===== src/rtl/ldt_pkg.sv =====
// ldt_pkg: shared types, codes and helpers of the lowest-free descriptor table
// used by the channel interfaces and every module of the block
`default_nettype none

package ldt_pkg;

    localparam int DEF_TABLE_SIZE = 32;
    localparam int MAX_REPORTED   = 32;
    localparam int CFG_IDX_W      = 2;

    localparam logic [31:0] NULL_HANDLE = 32'hFFFF_FFFF;
    localparam logic [5:0]  COUNT_MAX   = 6'd63;

    localparam logic [3:0] OP_INIT   = 4'd0;
    localparam logic [3:0] OP_ALLOC  = 4'd1;
    localparam logic [3:0] OP_FREE   = 4'd2;
    localparam logic [3:0] OP_DUP    = 4'd3;
    localparam logic [3:0] OP_GETCX  = 4'd4;
    localparam logic [3:0] OP_SETCX  = 4'd5;
    localparam logic [3:0] OP_LOOKUP = 4'd6;
    localparam logic [3:0] OP_COUNT  = 4'd7;
    localparam logic [3:0] OP_SWEEP  = 4'd8;

    localparam logic [1:0] STS_OK     = 2'd0;
    localparam logic [1:0] STS_BAD_FD = 2'd1;
    localparam logic [1:0] STS_FULL   = 2'd2;

    localparam logic [1:0] MODE_READ  = 2'd0;
    localparam logic [1:0] MODE_WRITE = 2'd1;

    localparam logic [CFG_IDX_W-1:0] CFG_STDIN  = 2'd0;
    localparam logic [CFG_IDX_W-1:0] CFG_STDOUT = 2'd1;
    localparam logic [CFG_IDX_W-1:0] CFG_STDERR = 2'd2;

    typedef struct packed {
        logic [3:0]  operation;
        logic [9:0]  slot_number;
        logic [9:0]  target_slot;
        logic [31:0] handle_in;
        logic [1:0]  access_mode_in;
        logic        cloexec_request;
    } t_req;

    typedef struct packed {
        logic [1:0]  status;
        logic [9:0]  slot_out;
        logic [31:0] handle_out;
        logic [1:0]  access_mode_out;
        logic        cloexec_out;
        logic [5:0]  used_count;
        logic        last;
    } t_rsp;

    typedef struct packed {
        logic [31:0] handle;
        logic [1:0]  mode;
        logic        cloexec;
    } t_entry;

    typedef struct packed {
        logic   en;
        t_entry data;
    } t_mem_wr;

    typedef struct packed {
        logic [31:0] stdin_handle;
        logic [31:0] stdout_handle;
        logic [31:0] stderr_handle;
    } t_cfg;

    localparam t_entry ENTRY_FREE = '{handle: NULL_HANDLE, mode: MODE_READ, cloexec: 1'b0};

    function automatic t_rsp rsp_final(input logic [1:0] sts);
        t_rsp r;
        r = '{status: sts, slot_out: 10'd0, handle_out: NULL_HANDLE,
              access_mode_out: 2'd0, cloexec_out: 1'b0, used_count: 6'd0, last: 1'b1};
        return r;
    endfunction

endpackage

`default_nettype wire


===== src/rtl/ldt_if.sv =====
// ldt_if: valid/ready channel interfaces for requests, results and register writes
// depends on ldt_pkg for the payload types
`default_nettype none

interface ldt_req_if import ldt_pkg::*; ();
    logic valid;
    logic ready;
    t_req payload;
    modport source (output valid, output payload, input ready);
    modport sink   (input valid, input payload, output ready);
endinterface

interface ldt_rsp_if import ldt_pkg::*; ();
    logic valid;
    logic ready;
    t_rsp payload;
    modport source (output valid, output payload, input ready);
    modport sink   (input valid, input payload, output ready);
endinterface

interface ldt_cfg_if import ldt_pkg::*; ();
    logic                 valid;
    logic                 ready;
    logic [CFG_IDX_W-1:0] index;
    logic [31:0]          data;
    modport source (output valid, output index, output data, input ready);
    modport sink   (input valid, input index, input data, output ready);
endinterface

`default_nettype wire


===== src/rtl/lowest_free_descriptor_table.sv =====
// lowest_free_descriptor_table: top level of the lowest-free descriptor table
// depends on ldt_pkg, ldt_if, ldt_cfg_regs, ldt_slot_mem and ldt_ctrl
//
// Requests arrive on i_req (valid/ready), results leave on o_rsp (valid/ready),
// and the three standard handles are written on i_cfg, which is always ready.
// One request is handled at a time; i_req.ready is high only while idle.
// Free, dup, get/set close-on-exec and lookup pass through a slot read, an
// update and a result load, in that order. Alloc, count and the close-on-exec
// sweep read the slot store one entry per cycle, though a stalled receiver can
// hold the sweep; alloc stops at the first free slot. Init rewrites every slot,
// one per cycle. A null alloc or an unknown operation goes straight to the
// result load. The scan rate is set by the single read port of the slot store.
// After reset the block clears the slot store, one entry per cycle, before it
// takes the first request; register writes are taken throughout.
// Results sit in one output register; a stalled receiver holds the sweep at the
// slot being reported and holds the final result until it is taken.
`default_nettype none

module lowest_free_descriptor_table import ldt_pkg::*; #(
    parameter int TABLE_SIZE = DEF_TABLE_SIZE
) (
    input  wire        i_clk,
    input  wire        i_rst_n,
    ldt_req_if.sink    i_req,
    ldt_rsp_if.source  o_rsp,
    ldt_cfg_if.sink    i_cfg
);

    localparam int SW = $clog2(TABLE_SIZE);

    t_cfg          cfg;
    logic [SW-1:0] rd_addr;
    logic [SW-1:0] wr_addr;
    t_entry        rd_data;
    t_mem_wr       wr;

    ldt_cfg_regs u_cfg (
        .i_clk   (i_clk),
        .i_rst_n (i_rst_n),
        .i_cfg   (i_cfg),
        .o_cfg   (cfg)
    );

    ldt_slot_mem #(
        .TABLE_SIZE (TABLE_SIZE)
    ) u_mem (
        .i_clk     (i_clk),
        .i_rd_addr (rd_addr),
        .o_rd_data (rd_data),
        .i_wr_addr (wr_addr),
        .i_wr      (wr)
    );

    ldt_ctrl #(
        .TABLE_SIZE (TABLE_SIZE)
    ) u_ctrl (
        .i_clk     (i_clk),
        .i_rst_n   (i_rst_n),
        .i_req     (i_req),
        .o_rsp     (o_rsp),
        .i_cfg     (cfg),
        .o_rd_addr (rd_addr),
        .i_rd_data (rd_data),
        .o_wr_addr (wr_addr),
        .o_wr      (wr)
    );

endmodule

`default_nettype wire


===== src/rtl/ldt_cfg_regs.sv =====
// ldt_cfg_regs: standard stream handle registers, written on i_cfg and copied into the slots by init
// depends on ldt_pkg and ldt_cfg_if
`default_nettype none

module ldt_cfg_regs import ldt_pkg::*; (
    input  wire        i_clk,
    input  wire        i_rst_n,
    ldt_cfg_if.sink    i_cfg,
    output t_cfg       o_cfg
);

    t_cfg r_cfg;

    assign i_cfg.ready = 1'b1;
    assign o_cfg       = r_cfg;

    always_ff @(posedge i_clk) begin
        if (!i_rst_n) begin
            r_cfg <= '{stdin_handle: NULL_HANDLE, stdout_handle: NULL_HANDLE,
                       stderr_handle: NULL_HANDLE};
        end else if (i_cfg.valid) begin
            case (i_cfg.index)
                CFG_STDIN:  r_cfg.stdin_handle  <= i_cfg.data;
                CFG_STDOUT: r_cfg.stdout_handle <= i_cfg.data;
                CFG_STDERR: r_cfg.stderr_handle <= i_cfg.data;
                default: begin
                end
            endcase
        end
    end

endmodule

`default_nettype wire


===== src/rtl/ldt_slot_mem.sv =====
// ldt_slot_mem: slot store, one write and one registered read per cycle
// depends on ldt_pkg for the entry layout
`default_nettype none

module ldt_slot_mem import ldt_pkg::*; #(
    parameter int TABLE_SIZE = DEF_TABLE_SIZE
) (
    input  wire                           i_clk,
    input  wire [$clog2(TABLE_SIZE)-1:0]  i_rd_addr,
    output t_entry                        o_rd_data,
    input  wire [$clog2(TABLE_SIZE)-1:0]  i_wr_addr,
    input  t_mem_wr                       i_wr
);

    t_entry r_mem [TABLE_SIZE];
    t_entry r_rd_data;

    assign o_rd_data = r_rd_data;

    always_ff @(posedge i_clk) begin
        if (i_wr.en) begin
            r_mem[i_wr_addr] <= i_wr.data;
        end
        r_rd_data <= r_mem[i_rd_addr];
    end

endmodule

`default_nettype wire


===== src/rtl/ldt_ctrl.sv =====
// ldt_ctrl: request sequencer, slot scans, read-modify-write and result register
// depends on ldt_pkg and ldt_if; drives the slot store through its ports
`default_nettype none

module ldt_ctrl import ldt_pkg::*; #(
    parameter int TABLE_SIZE = DEF_TABLE_SIZE
) (
    input  wire                           i_clk,
    input  wire                           i_rst_n,
    ldt_req_if.sink                       i_req,
    ldt_rsp_if.source                     o_rsp,
    input  t_cfg                          i_cfg,
    output logic [$clog2(TABLE_SIZE)-1:0] o_rd_addr,
    input  t_entry                        i_rd_data,
    output logic [$clog2(TABLE_SIZE)-1:0] o_wr_addr,
    output t_mem_wr                       o_wr
);

    localparam int SW = $clog2(TABLE_SIZE);
    localparam logic [SW-1:0] LAST_IDX = SW'(TABLE_SIZE - 1);
    localparam logic [5:0] REP_MAX = 6'(MAX_REPORTED);

    localparam logic [2:0] S_CLR  = 3'd0;
    localparam logic [2:0] S_IDLE = 3'd1;
    localparam logic [2:0] S_PT   = 3'd2;
    localparam logic [2:0] S_SCAN = 3'd3;
    localparam logic [2:0] S_RESP = 3'd4;

    logic [2:0]    r_state, n_state;
    t_req          r_req, n_req;
    logic          r_init, n_init;
    logic [SW-1:0] r_idx, n_idx;
    logic [SW-1:0] r_qaddr, n_qaddr;
    logic [5:0]    r_cnt, n_cnt;
    logic [5:0]    r_nrep, n_nrep;
    t_rsp          r_res, n_res;
    logic          r_out_valid, n_out_valid;
    t_rsp          r_out, n_out;

    logic    out_free;
    logic    emit;
    t_rsp    emit_data;
    logic    scan_hold;
    logic    q_used;
    logic    s_ok;
    logic    s_used;
    logic    t_ok;
    logic    is_last;
    logic [SW-1:0] next_addr;
    t_entry  wdata;

    assign out_free      = !r_out_valid || o_rsp.ready;
    assign o_rsp.valid   = r_out_valid;
    assign o_rsp.payload = r_out;
    assign i_req.ready   = (r_state == S_IDLE);

    assign q_used    = (i_rd_data.handle != NULL_HANDLE);
    assign s_ok      = (11'(r_req.slot_number) < 11'(TABLE_SIZE));
    assign s_used    = s_ok && q_used;
    assign t_ok      = (11'(r_req.target_slot) < 11'(TABLE_SIZE));
    assign is_last   = (r_qaddr == LAST_IDX);
    assign next_addr = is_last ? '0 : r_qaddr + 1'b1;

    always_comb begin
        n_state   = r_state;
        n_req     = r_req;
        n_init    = r_init;
        n_idx     = r_idx;
        n_qaddr   = r_qaddr;
        n_cnt     = r_cnt;
        n_nrep    = r_nrep;
        n_res     = r_res;
        emit      = 1'b0;
        emit_data = rsp_final(STS_OK);
        scan_hold = 1'b0;
        o_rd_addr = r_qaddr;
        o_wr_addr = r_qaddr;
        wdata     = ENTRY_FREE;
        o_wr.en   = 1'b0;

        case (r_state)
            S_CLR: begin
                o_wr.en   = 1'b1;
                o_wr_addr = r_idx;
                if (r_init) begin
                    if (r_idx == SW'(0)) begin
                        wdata.handle = i_cfg.stdin_handle;
                    end else if (r_idx == SW'(1)) begin
                        wdata.handle = i_cfg.stdout_handle;
                        wdata.mode   = MODE_WRITE;
                    end else if (r_idx == SW'(2)) begin
                        wdata.handle = i_cfg.stderr_handle;
                        wdata.mode   = MODE_WRITE;
                    end
                end
                if (r_idx == LAST_IDX) begin
                    if (r_init) begin
                        n_res   = rsp_final(STS_OK);
                        n_state = S_RESP;
                    end else begin
                        n_state = S_IDLE;
                    end
                    n_init = 1'b0;
                end else begin
                    n_idx = r_idx + 1'b1;
                end
            end
            S_IDLE: begin
                if (i_req.payload.operation inside {OP_ALLOC, OP_COUNT, OP_SWEEP}) begin
                    o_rd_addr = '0;
                end else begin
                    o_rd_addr = i_req.payload.slot_number[SW-1:0];
                end
                if (i_req.valid) begin
                    n_req   = i_req.payload;
                    n_qaddr = o_rd_addr;
                    n_cnt   = '0;
                    n_nrep  = '0;
                    case (i_req.payload.operation)
                        OP_INIT: begin
                            n_init  = 1'b1;
                            n_idx   = '0;
                            n_state = S_CLR;
                        end
                        OP_ALLOC: begin
                            if (i_req.payload.handle_in == NULL_HANDLE) begin
                                n_res   = rsp_final(STS_BAD_FD);
                                n_state = S_RESP;
                            end else begin
                                n_state = S_SCAN;
                            end
                        end
                        OP_COUNT, OP_SWEEP: n_state = S_SCAN;
                        OP_FREE, OP_DUP, OP_GETCX, OP_SETCX, OP_LOOKUP: n_state = S_PT;
                        default: begin
                            n_res   = rsp_final(STS_BAD_FD);
                            n_state = S_RESP;
                        end
                    endcase
                end
            end
            S_PT: begin
                n_res   = rsp_final(STS_OK);
                n_state = S_RESP;
                case (r_req.operation)
                    OP_FREE: begin
                        if (s_used) begin
                            o_wr.en = 1'b1;
                        end else begin
                            n_res.status = STS_BAD_FD;
                        end
                    end
                    OP_DUP: begin
                        if (s_used && t_ok) begin
                            o_wr.en       = 1'b1;
                            o_wr_addr     = r_req.target_slot[SW-1:0];
                            wdata.handle  = i_rd_data.handle;
                            wdata.mode    = i_rd_data.mode;
                            n_res.slot_out = r_req.target_slot;
                        end else begin
                            n_res.status = STS_BAD_FD;
                        end
                    end
                    OP_GETCX: begin
                        n_res.cloexec_out = s_ok && i_rd_data.cloexec;
                    end
                    OP_SETCX: begin
                        if (s_used) begin
                            o_wr.en       = 1'b1;
                            wdata         = i_rd_data;
                            wdata.cloexec = r_req.cloexec_request;
                        end else begin
                            n_res.status = STS_BAD_FD;
                        end
                    end
                    OP_LOOKUP: begin
                        if (s_ok) begin
                            n_res.handle_out      = i_rd_data.handle;
                            n_res.access_mode_out = i_rd_data.mode;
                            n_res.cloexec_out     = i_rd_data.cloexec;
                        end
                    end
                    default: begin
                        n_res.status = STS_BAD_FD;
                    end
                endcase
            end
            S_SCAN: begin
                case (r_req.operation)
                    OP_ALLOC: begin
                        if (!q_used) begin
                            o_wr.en        = 1'b1;
                            wdata.handle   = r_req.handle_in;
                            wdata.mode     = r_req.access_mode_in;
                            wdata.cloexec  = r_req.cloexec_request;
                            n_res          = rsp_final(STS_OK);
                            n_res.slot_out = 10'(r_qaddr);
                            n_state        = S_RESP;
                        end else if (is_last) begin
                            n_res   = rsp_final(STS_FULL);
                            n_state = S_RESP;
                        end
                    end
                    OP_COUNT: begin
                        if (q_used && r_cnt != COUNT_MAX) begin
                            n_cnt = r_cnt + 1'b1;
                        end
                        if (is_last) begin
                            n_res            = rsp_final(STS_OK);
                            n_res.used_count = n_cnt;
                            n_state          = S_RESP;
                        end
                    end
                    default: begin
                        if (q_used && i_rd_data.cloexec) begin
                            if (r_nrep < REP_MAX) begin
                                if (out_free) begin
                                    emit                      = 1'b1;
                                    emit_data.slot_out        = 10'(r_qaddr);
                                    emit_data.handle_out      = i_rd_data.handle;
                                    emit_data.access_mode_out = i_rd_data.mode;
                                    emit_data.cloexec_out     = 1'b1;
                                    emit_data.last            = 1'b0;
                                    o_wr.en                   = 1'b1;
                                    n_nrep                    = r_nrep + 1'b1;
                                end else begin
                                    scan_hold = 1'b1;
                                end
                            end else begin
                                o_wr.en = 1'b1;
                            end
                        end
                        if (!scan_hold && is_last) begin
                            n_res   = rsp_final(STS_OK);
                            n_state = S_RESP;
                        end
                    end
                endcase
                o_rd_addr = scan_hold ? r_qaddr : next_addr;
                n_qaddr   = o_rd_addr;
            end
            S_RESP: begin
                if (out_free) begin
                    emit      = 1'b1;
                    emit_data = r_res;
                    n_state   = S_IDLE;
                end
            end
            default: begin
                n_state = S_IDLE;
            end
        endcase

        o_wr.data   = wdata;
        n_out_valid = r_out_valid && !o_rsp.ready;
        n_out       = r_out;
        if (emit) begin
            n_out_valid = 1'b1;
            n_out       = emit_data;
        end
    end

    always_ff @(posedge i_clk) begin
        if (!i_rst_n) begin
            r_state     <= S_CLR;
            r_init      <= 1'b0;
            r_idx       <= '0;
            r_out_valid <= 1'b0;
        end else begin
            r_state     <= n_state;
            r_init      <= n_init;
            r_idx       <= n_idx;
            r_out_valid <= n_out_valid;
        end
    end

    always_ff @(posedge i_clk) begin
        r_req   <= n_req;
        r_qaddr <= n_qaddr;
        r_cnt   <= n_cnt;
        r_nrep  <= n_nrep;
        r_res   <= n_res;
        r_out   <= n_out;
    end

    a_wr_states: assert property (@(posedge i_clk) disable iff (!i_rst_n)
        o_wr.en |-> (r_state == S_CLR || r_state == S_PT || r_state == S_SCAN))
        else $error("slot write outside clear, point or scan state");

    a_hold_no_wr: assert property (@(posedge i_clk) disable iff (!i_rst_n)
        scan_hold |-> (!o_wr.en && !emit && o_rd_addr == r_qaddr))
        else $error("stalled sweep step changed the table");

    a_partial_sweep: assert property (@(posedge i_clk) disable iff (!i_rst_n)
        (emit && !emit_data.last) |-> (r_state == S_SCAN && r_req.operation == OP_SWEEP))
        else $error("non-final result outside a sweep");

    a_emit_free: assert property (@(posedge i_clk) disable iff (!i_rst_n)
        emit |-> out_free)
        else $error("result register overwritten while full");

    a_reset_clear: assert property (@(posedge i_clk)
        $rose(i_rst_n) |-> (r_state == S_CLR && !r_init))
        else $error("reset did not start the clearing pass");

endmodule

`default_nettype wire

===== src/flat_wrapper.sv =====
// flat-port wrapper written by rule: the top's interface ports become plain ports
module lowest_free_descriptor_table_flat import ldt_pkg::*;
#(
    parameter int TABLE_SIZE = DEF_TABLE_SIZE
)
  (i_clk, i_rst_n, i_req_valid, i_req_payload, i_req_ready, o_rsp_valid, o_rsp_payload, o_rsp_ready, i_cfg_valid, i_cfg_index, i_cfg_data, i_cfg_ready);
  ldt_req_if i_req_i ();
  ldt_rsp_if o_rsp_i ();
  ldt_cfg_if i_cfg_i ();
  input  wire i_clk;
  input  wire i_rst_n;
  input wire logic [$bits(i_req_i.valid)-1:0] i_req_valid;
  input wire logic [$bits(i_req_i.payload)-1:0] i_req_payload;
  output wire logic [$bits(i_req_i.ready)-1:0] i_req_ready;
  output wire logic [$bits(o_rsp_i.valid)-1:0] o_rsp_valid;
  output wire logic [$bits(o_rsp_i.payload)-1:0] o_rsp_payload;
  input wire logic [$bits(o_rsp_i.ready)-1:0] o_rsp_ready;
  input wire logic [$bits(i_cfg_i.valid)-1:0] i_cfg_valid;
  input wire logic [$bits(i_cfg_i.index)-1:0] i_cfg_index;
  input wire logic [$bits(i_cfg_i.data)-1:0] i_cfg_data;
  output wire logic [$bits(i_cfg_i.ready)-1:0] i_cfg_ready;
  assign i_req_i.valid = i_req_valid;
  assign i_req_i.payload = i_req_payload;
  assign i_req_ready = i_req_i.ready;
  assign o_rsp_valid = o_rsp_i.valid;
  assign o_rsp_payload = o_rsp_i.payload;
  assign o_rsp_i.ready = o_rsp_ready;
  assign i_cfg_i.valid = i_cfg_valid;
  assign i_cfg_i.index = i_cfg_index;
  assign i_cfg_i.data = i_cfg_data;
  assign i_cfg_ready = i_cfg_i.ready;
  lowest_free_descriptor_table #(.TABLE_SIZE(TABLE_SIZE)) u_core (.i_clk(i_clk), .i_rst_n(i_rst_n), .i_req(i_req_i), .o_rsp(o_rsp_i), .i_cfg(i_cfg_i));
endmodule

===== config.mk =====
export PLATFORM = sky130hd
export DESIGN_NAME = lowest_free_descriptor_table_flat
export DESIGN_NICKNAME = d
export VERILOG_FILES = /design/src/rtl/ldt_pkg.sv /design/src/rtl/ldt_if.sv /design/src/rtl/lowest_free_descriptor_table.sv /design/src/rtl/ldt_cfg_regs.sv /design/src/rtl/ldt_slot_mem.sv /design/src/rtl/ldt_ctrl.sv /design/src/flat_wrapper.sv
export SDC_FILE = /design/constraint.sdc
export NUM_CORES = 2
export LEC_CHECK = 0
export CAP_MARGIN = 20
export CORE_MARGIN = 3
export CORE_UTILIZATION = 40
export DETAILED_ROUTE_END_ITERATION = 12
export DONT_BUFFER_PORTS = 1
export HOLD_SLACK_MARGIN = 0.1
export PLACE_DENSITY = 0.68
export SLEW_MARGIN = 5
export SYNTH_ARGS = -nofsm -noshare
export SYNTH_HDL_FRONTEND = slang
export SYNTH_SLANG_ARGS = --single-unit

===== constraint.sdc =====
create_clock -name i_clk -period 4.2 [get_ports i_clk]
set_input_delay 0.21 -clock i_clk [delete_from_list [all_inputs] [get_ports i_clk]]
set_output_delay 0.21 -clock i_clk [all_outputs]
set_load 0.005 [all_outputs]

==> flow_summary.toml <==
[outcome]
status = "completed"

[worst_hold_path]
hold_class = "input pin to register"

[sta]
finalCriticalPeriod_ns = 3.90
post-route-period-util = 0.928
maxSlewViolCount = 0
worst_slack_ns = 0.302
setup_viol = 0
fin_setup_tns_ns = 0
whs_ns = 0.141
worst_pin_slew_ns = 1.04
clock.fmax_mhz = 257
rsz0062_at_grt = "no"
hold_viol = 0
relSlewSlack = 0.306
final.setup_skew_ns = 0.0441

[detailed_routing]
antenna_left = 0
wl_per_cell_um = 27.5
drtIter0Drc = 4440
vias = 36140
drc_errors = 0
post_drt_via_cell_ratio = 6.05
first_pass_iters = 8
totalWireLength_mm = 164

[global_routing]
track_usage = 0.220
grt_overflow = 0
grt_pass1_wl_mm = 240
antenna_found_initial = 2
grt_pass1_vias = 35010
grt_max_degree = 99

[cells_and_area]
nets = 4073
fin_area_um2 = 67600
syn_to_final_growth_pct = 18.4
nFillCells = 11658
drive_gt1_frac = 0.171
fin_util = 0.477
final-instance-count-excl-fill = 5978

[run]
maxCapViolations = 0

[clock_network]
clk_pin_slew_worst_paths_ns = 0.06
cts_buffer_depth = 3
clock_sinks = 1439
cts_tree = "yes"
cts_made_buffers = 142
htreeDepth = 4
worstSkewPairLatency_ns = 0.77
cts_root_buffer = "clkbuf_16"

[place]
io_buffers = 0
dp_slack_ns = 0.363
dp.final_hpwl_mm = 95.7
place_congestion = 0.891
dp.cells = 5546
placed_area_um2 = 61100

[synth]
synth_cells = 3707
yosysMostFrequentCell = "edfxtp_1"
muxShareOfSynthArea = 0.0630
synth-edff-count = 1298
synth_cell_types = 73
synthSimpleGateAreaFrac = 0.0813
synth_seq_cells = 1439
yosys_warnings = 0
synth_top_family_by_area = "compound AO/OA/AOI/OAI gates"
yosys.area_share.xor_xnor = 0.00138
synth_area_leader_cell = "edfxtp_1"
netlist_top_cells_count = "1298 x edfxtp_1, 473 x nand2_1, 194 x clkbuf_1, 151 x a21oi_1"
synth_top_area_frac = 0.683
synth_fa_ha_area_frac = 0.00197
ys_seq_area_frac = 0.732
netlist_area_um2 = 57100
syn-mean-instance-area_um2 = 15.4
synth_compound_gate_area_share = 0.0958
async_flop_share = 0
ys_top_cells_by_area = "edfxtp_1 68%, mux4_2 5.6%, dfxtp_1 4.9%"
synth_flop_cell = "edfxtp_1"

[power_and_ir_drop]
peakVddDrop_mv = 0.336
seqPwrFrac = 0.467
p_clk_frac = 0.365
total_power_mw = 35.6
leakagePower_nw = 20.7
p_int_mw = 25.8
combPwrFrac = 0.168
powerDensity_nw_per_um2 = 527
p_switching_mw = 9.79
sw_frac_of_total = 0.275

[critical_path]
crit_buf_inv = 3
slowest_stage = "a2111oi_1"
endpoint_kind = "register"
critical-path-top-delay-family = "simple AND/OR/NAND/NOR gates"
path_cells = "nor3_1, nand3_1, a2111oi_1, buf_4, o22ai_1, a21oi_1, buf_4, nand3_1, nor2_4, buf_4"
slowest_delay_ns = 0.57
worst_ep_arrival_time_ns = 4.31
cp.required_ns = 4.61
crit_top_cell = "buf_4"
cp-start-kind = "register"
worst-path-max-fanout = 15
path_class = "register to register"

[floorplanning]
start_util = 0.403
io-pin-count = 155
die_w_um = 384
die_area_um2 = 147000
die_h_um = 384
num_rows = 138
fp.coreArea_um2 = 142000
state kept, by name, indices dropped and copies added, names as in the netlist:
| register | cells |
|---|---|
| u_core.u_ctrl.o_rsp.payload | 54 |
| u_core.u_ctrl.r_idx | 5 |
| u_core.u_ctrl.r_req | 54 |
| u_core.u_ctrl.r_cnt | 6 |
| u_core.u_ctrl.o_rsp.valid | 1 |
| u_core.u_ctrl.r_res | 53 |
| u_core.u_cfg.o_cfg | 96 |
| u_core.u_ctrl.r_nrep | 6 |
| u_core.u_ctrl.r_state | 3 |
| u_core.u_mem.o_rd_data | 35 |
| u_core.u_ctrl.r_qaddr | 5 |
| u_core.u_mem.r_mem | 1120 |
| u_core.u_ctrl.r_init | 1 |
power by group through the flow:
stage / registers (mW) / clock network, mW / logic (mW)
floorplan: 16.7 / 0 / 3.47
finish: 16.6 / 13.0 / 5.98
CTS: 16.6 / 13.1 / 5.89
global placement: 16.9 / 0 / 5.65
detailed placement: 16.9 / 0 / 5.71
global route: 16.7 / 13.7 / 6.32
kinds of logic after synthesis:
family                   after synthesis
flip-flops                          1439
AND/OR/NAND/NOR                      983
AO/OA/AOI/OAI                        769
buffers and inverters                313
multiplexers                         183
adder cells (fa/ha/maj)                9
XOR/XNOR                               9
other                                  2
worst reg2reg max path, delay by kind of cell, from the launching register on:
kind,cells,cell delay [ns]
and+or+nand+nor,4,1.21
AOI/OAI and AO/OA,3,1.14
buffers and inverters,3,0.82
DFF,1,0.37
cells in the final DEF (no fill, tap or decap), types with 36 or more instances in the layout:
master | netlist | routed
or3_1 | 38 | 38
a21oi_1 | 151 | 151
edfxtp_1 | 1298 | 1298
nand3_1 | 85 | 84
and3_1 | 109 | 109
clkbuf_16 | 0 | 146
a211oi_1 | 105 | 105
or2_2 | 37 | 37
a31oi_1 | 106 | 106
nand2_1 | 473 | 471
mux2i_1 | 41 | 41
inv_1 | 42 | 41
buf_4 | 8 | 141
mux4_2 | 141 | 141
o211ai_1 | 36 | 36
o22ai_1 | 78 | 78
buf_12 | 1 | 73
o21ai_1 | 37 | 36
clkinv_1 | 1 | 37
nor2_1 | 116 | 82
nand3b_1 | 36 | 36
dfxtp_1 | 141 | 140
o22a_1 | 67 | 67
o21ai_0 | 45 | 45
dlygate4sd3_1 | 0 | 162
repair_timing:
action | CTS | global route
resized for setup | 0 | 0
buffers inserted | 0 | 0
hold endpoints to repair | 205 | 9
hold buffers | 160 | 4
final timing paths:
check,start,endpoint,slack (ns),depth (start not counted)
hold / removal,i_req_payload[35],u_core.u_ctrl.r_req[35],0.14,1
setup reg to reg,u_core.u_ctrl.r_req[43],u_core.u_mem.r_mem[30][3],0.30,10
hold reg to reg,u_core.u_cfg.o_cfg[90],u_core.u_cfg.o_cfg[90],0.47,2
setup / recovery,u_core.u_ctrl.r_req[43],u_core.u_mem.r_mem[30][3],0.30,10
area by class of cell:
cell class / count / area, um^2 / area share
clock inverter: 92 / 961 / 0.0142
inverter: 43 / 161 / 0.00239
sequential: 1439 / 41800 / 0.618
antenna: 2 / 5.00 / 0.0000740
clock buffer: 172 / 3790 / 0.0561
tap: 1890 / 2360 / 0.0350
timing repair buffer: 381 / 4240 / 0.0628
multi-input combinational: 1959 / 14300 / 0.211
metal layers:
layer  vias to the layer above  wire, um  GRT usage
met3                       388     16300     0.0414
met1                     18368     64900      0.305
met5                         -         0          0
li1                      15066         -          -
met4                         0      7290     0.0907
met2                      2318     75700      0.340
(Power assumes the default switching activity.)
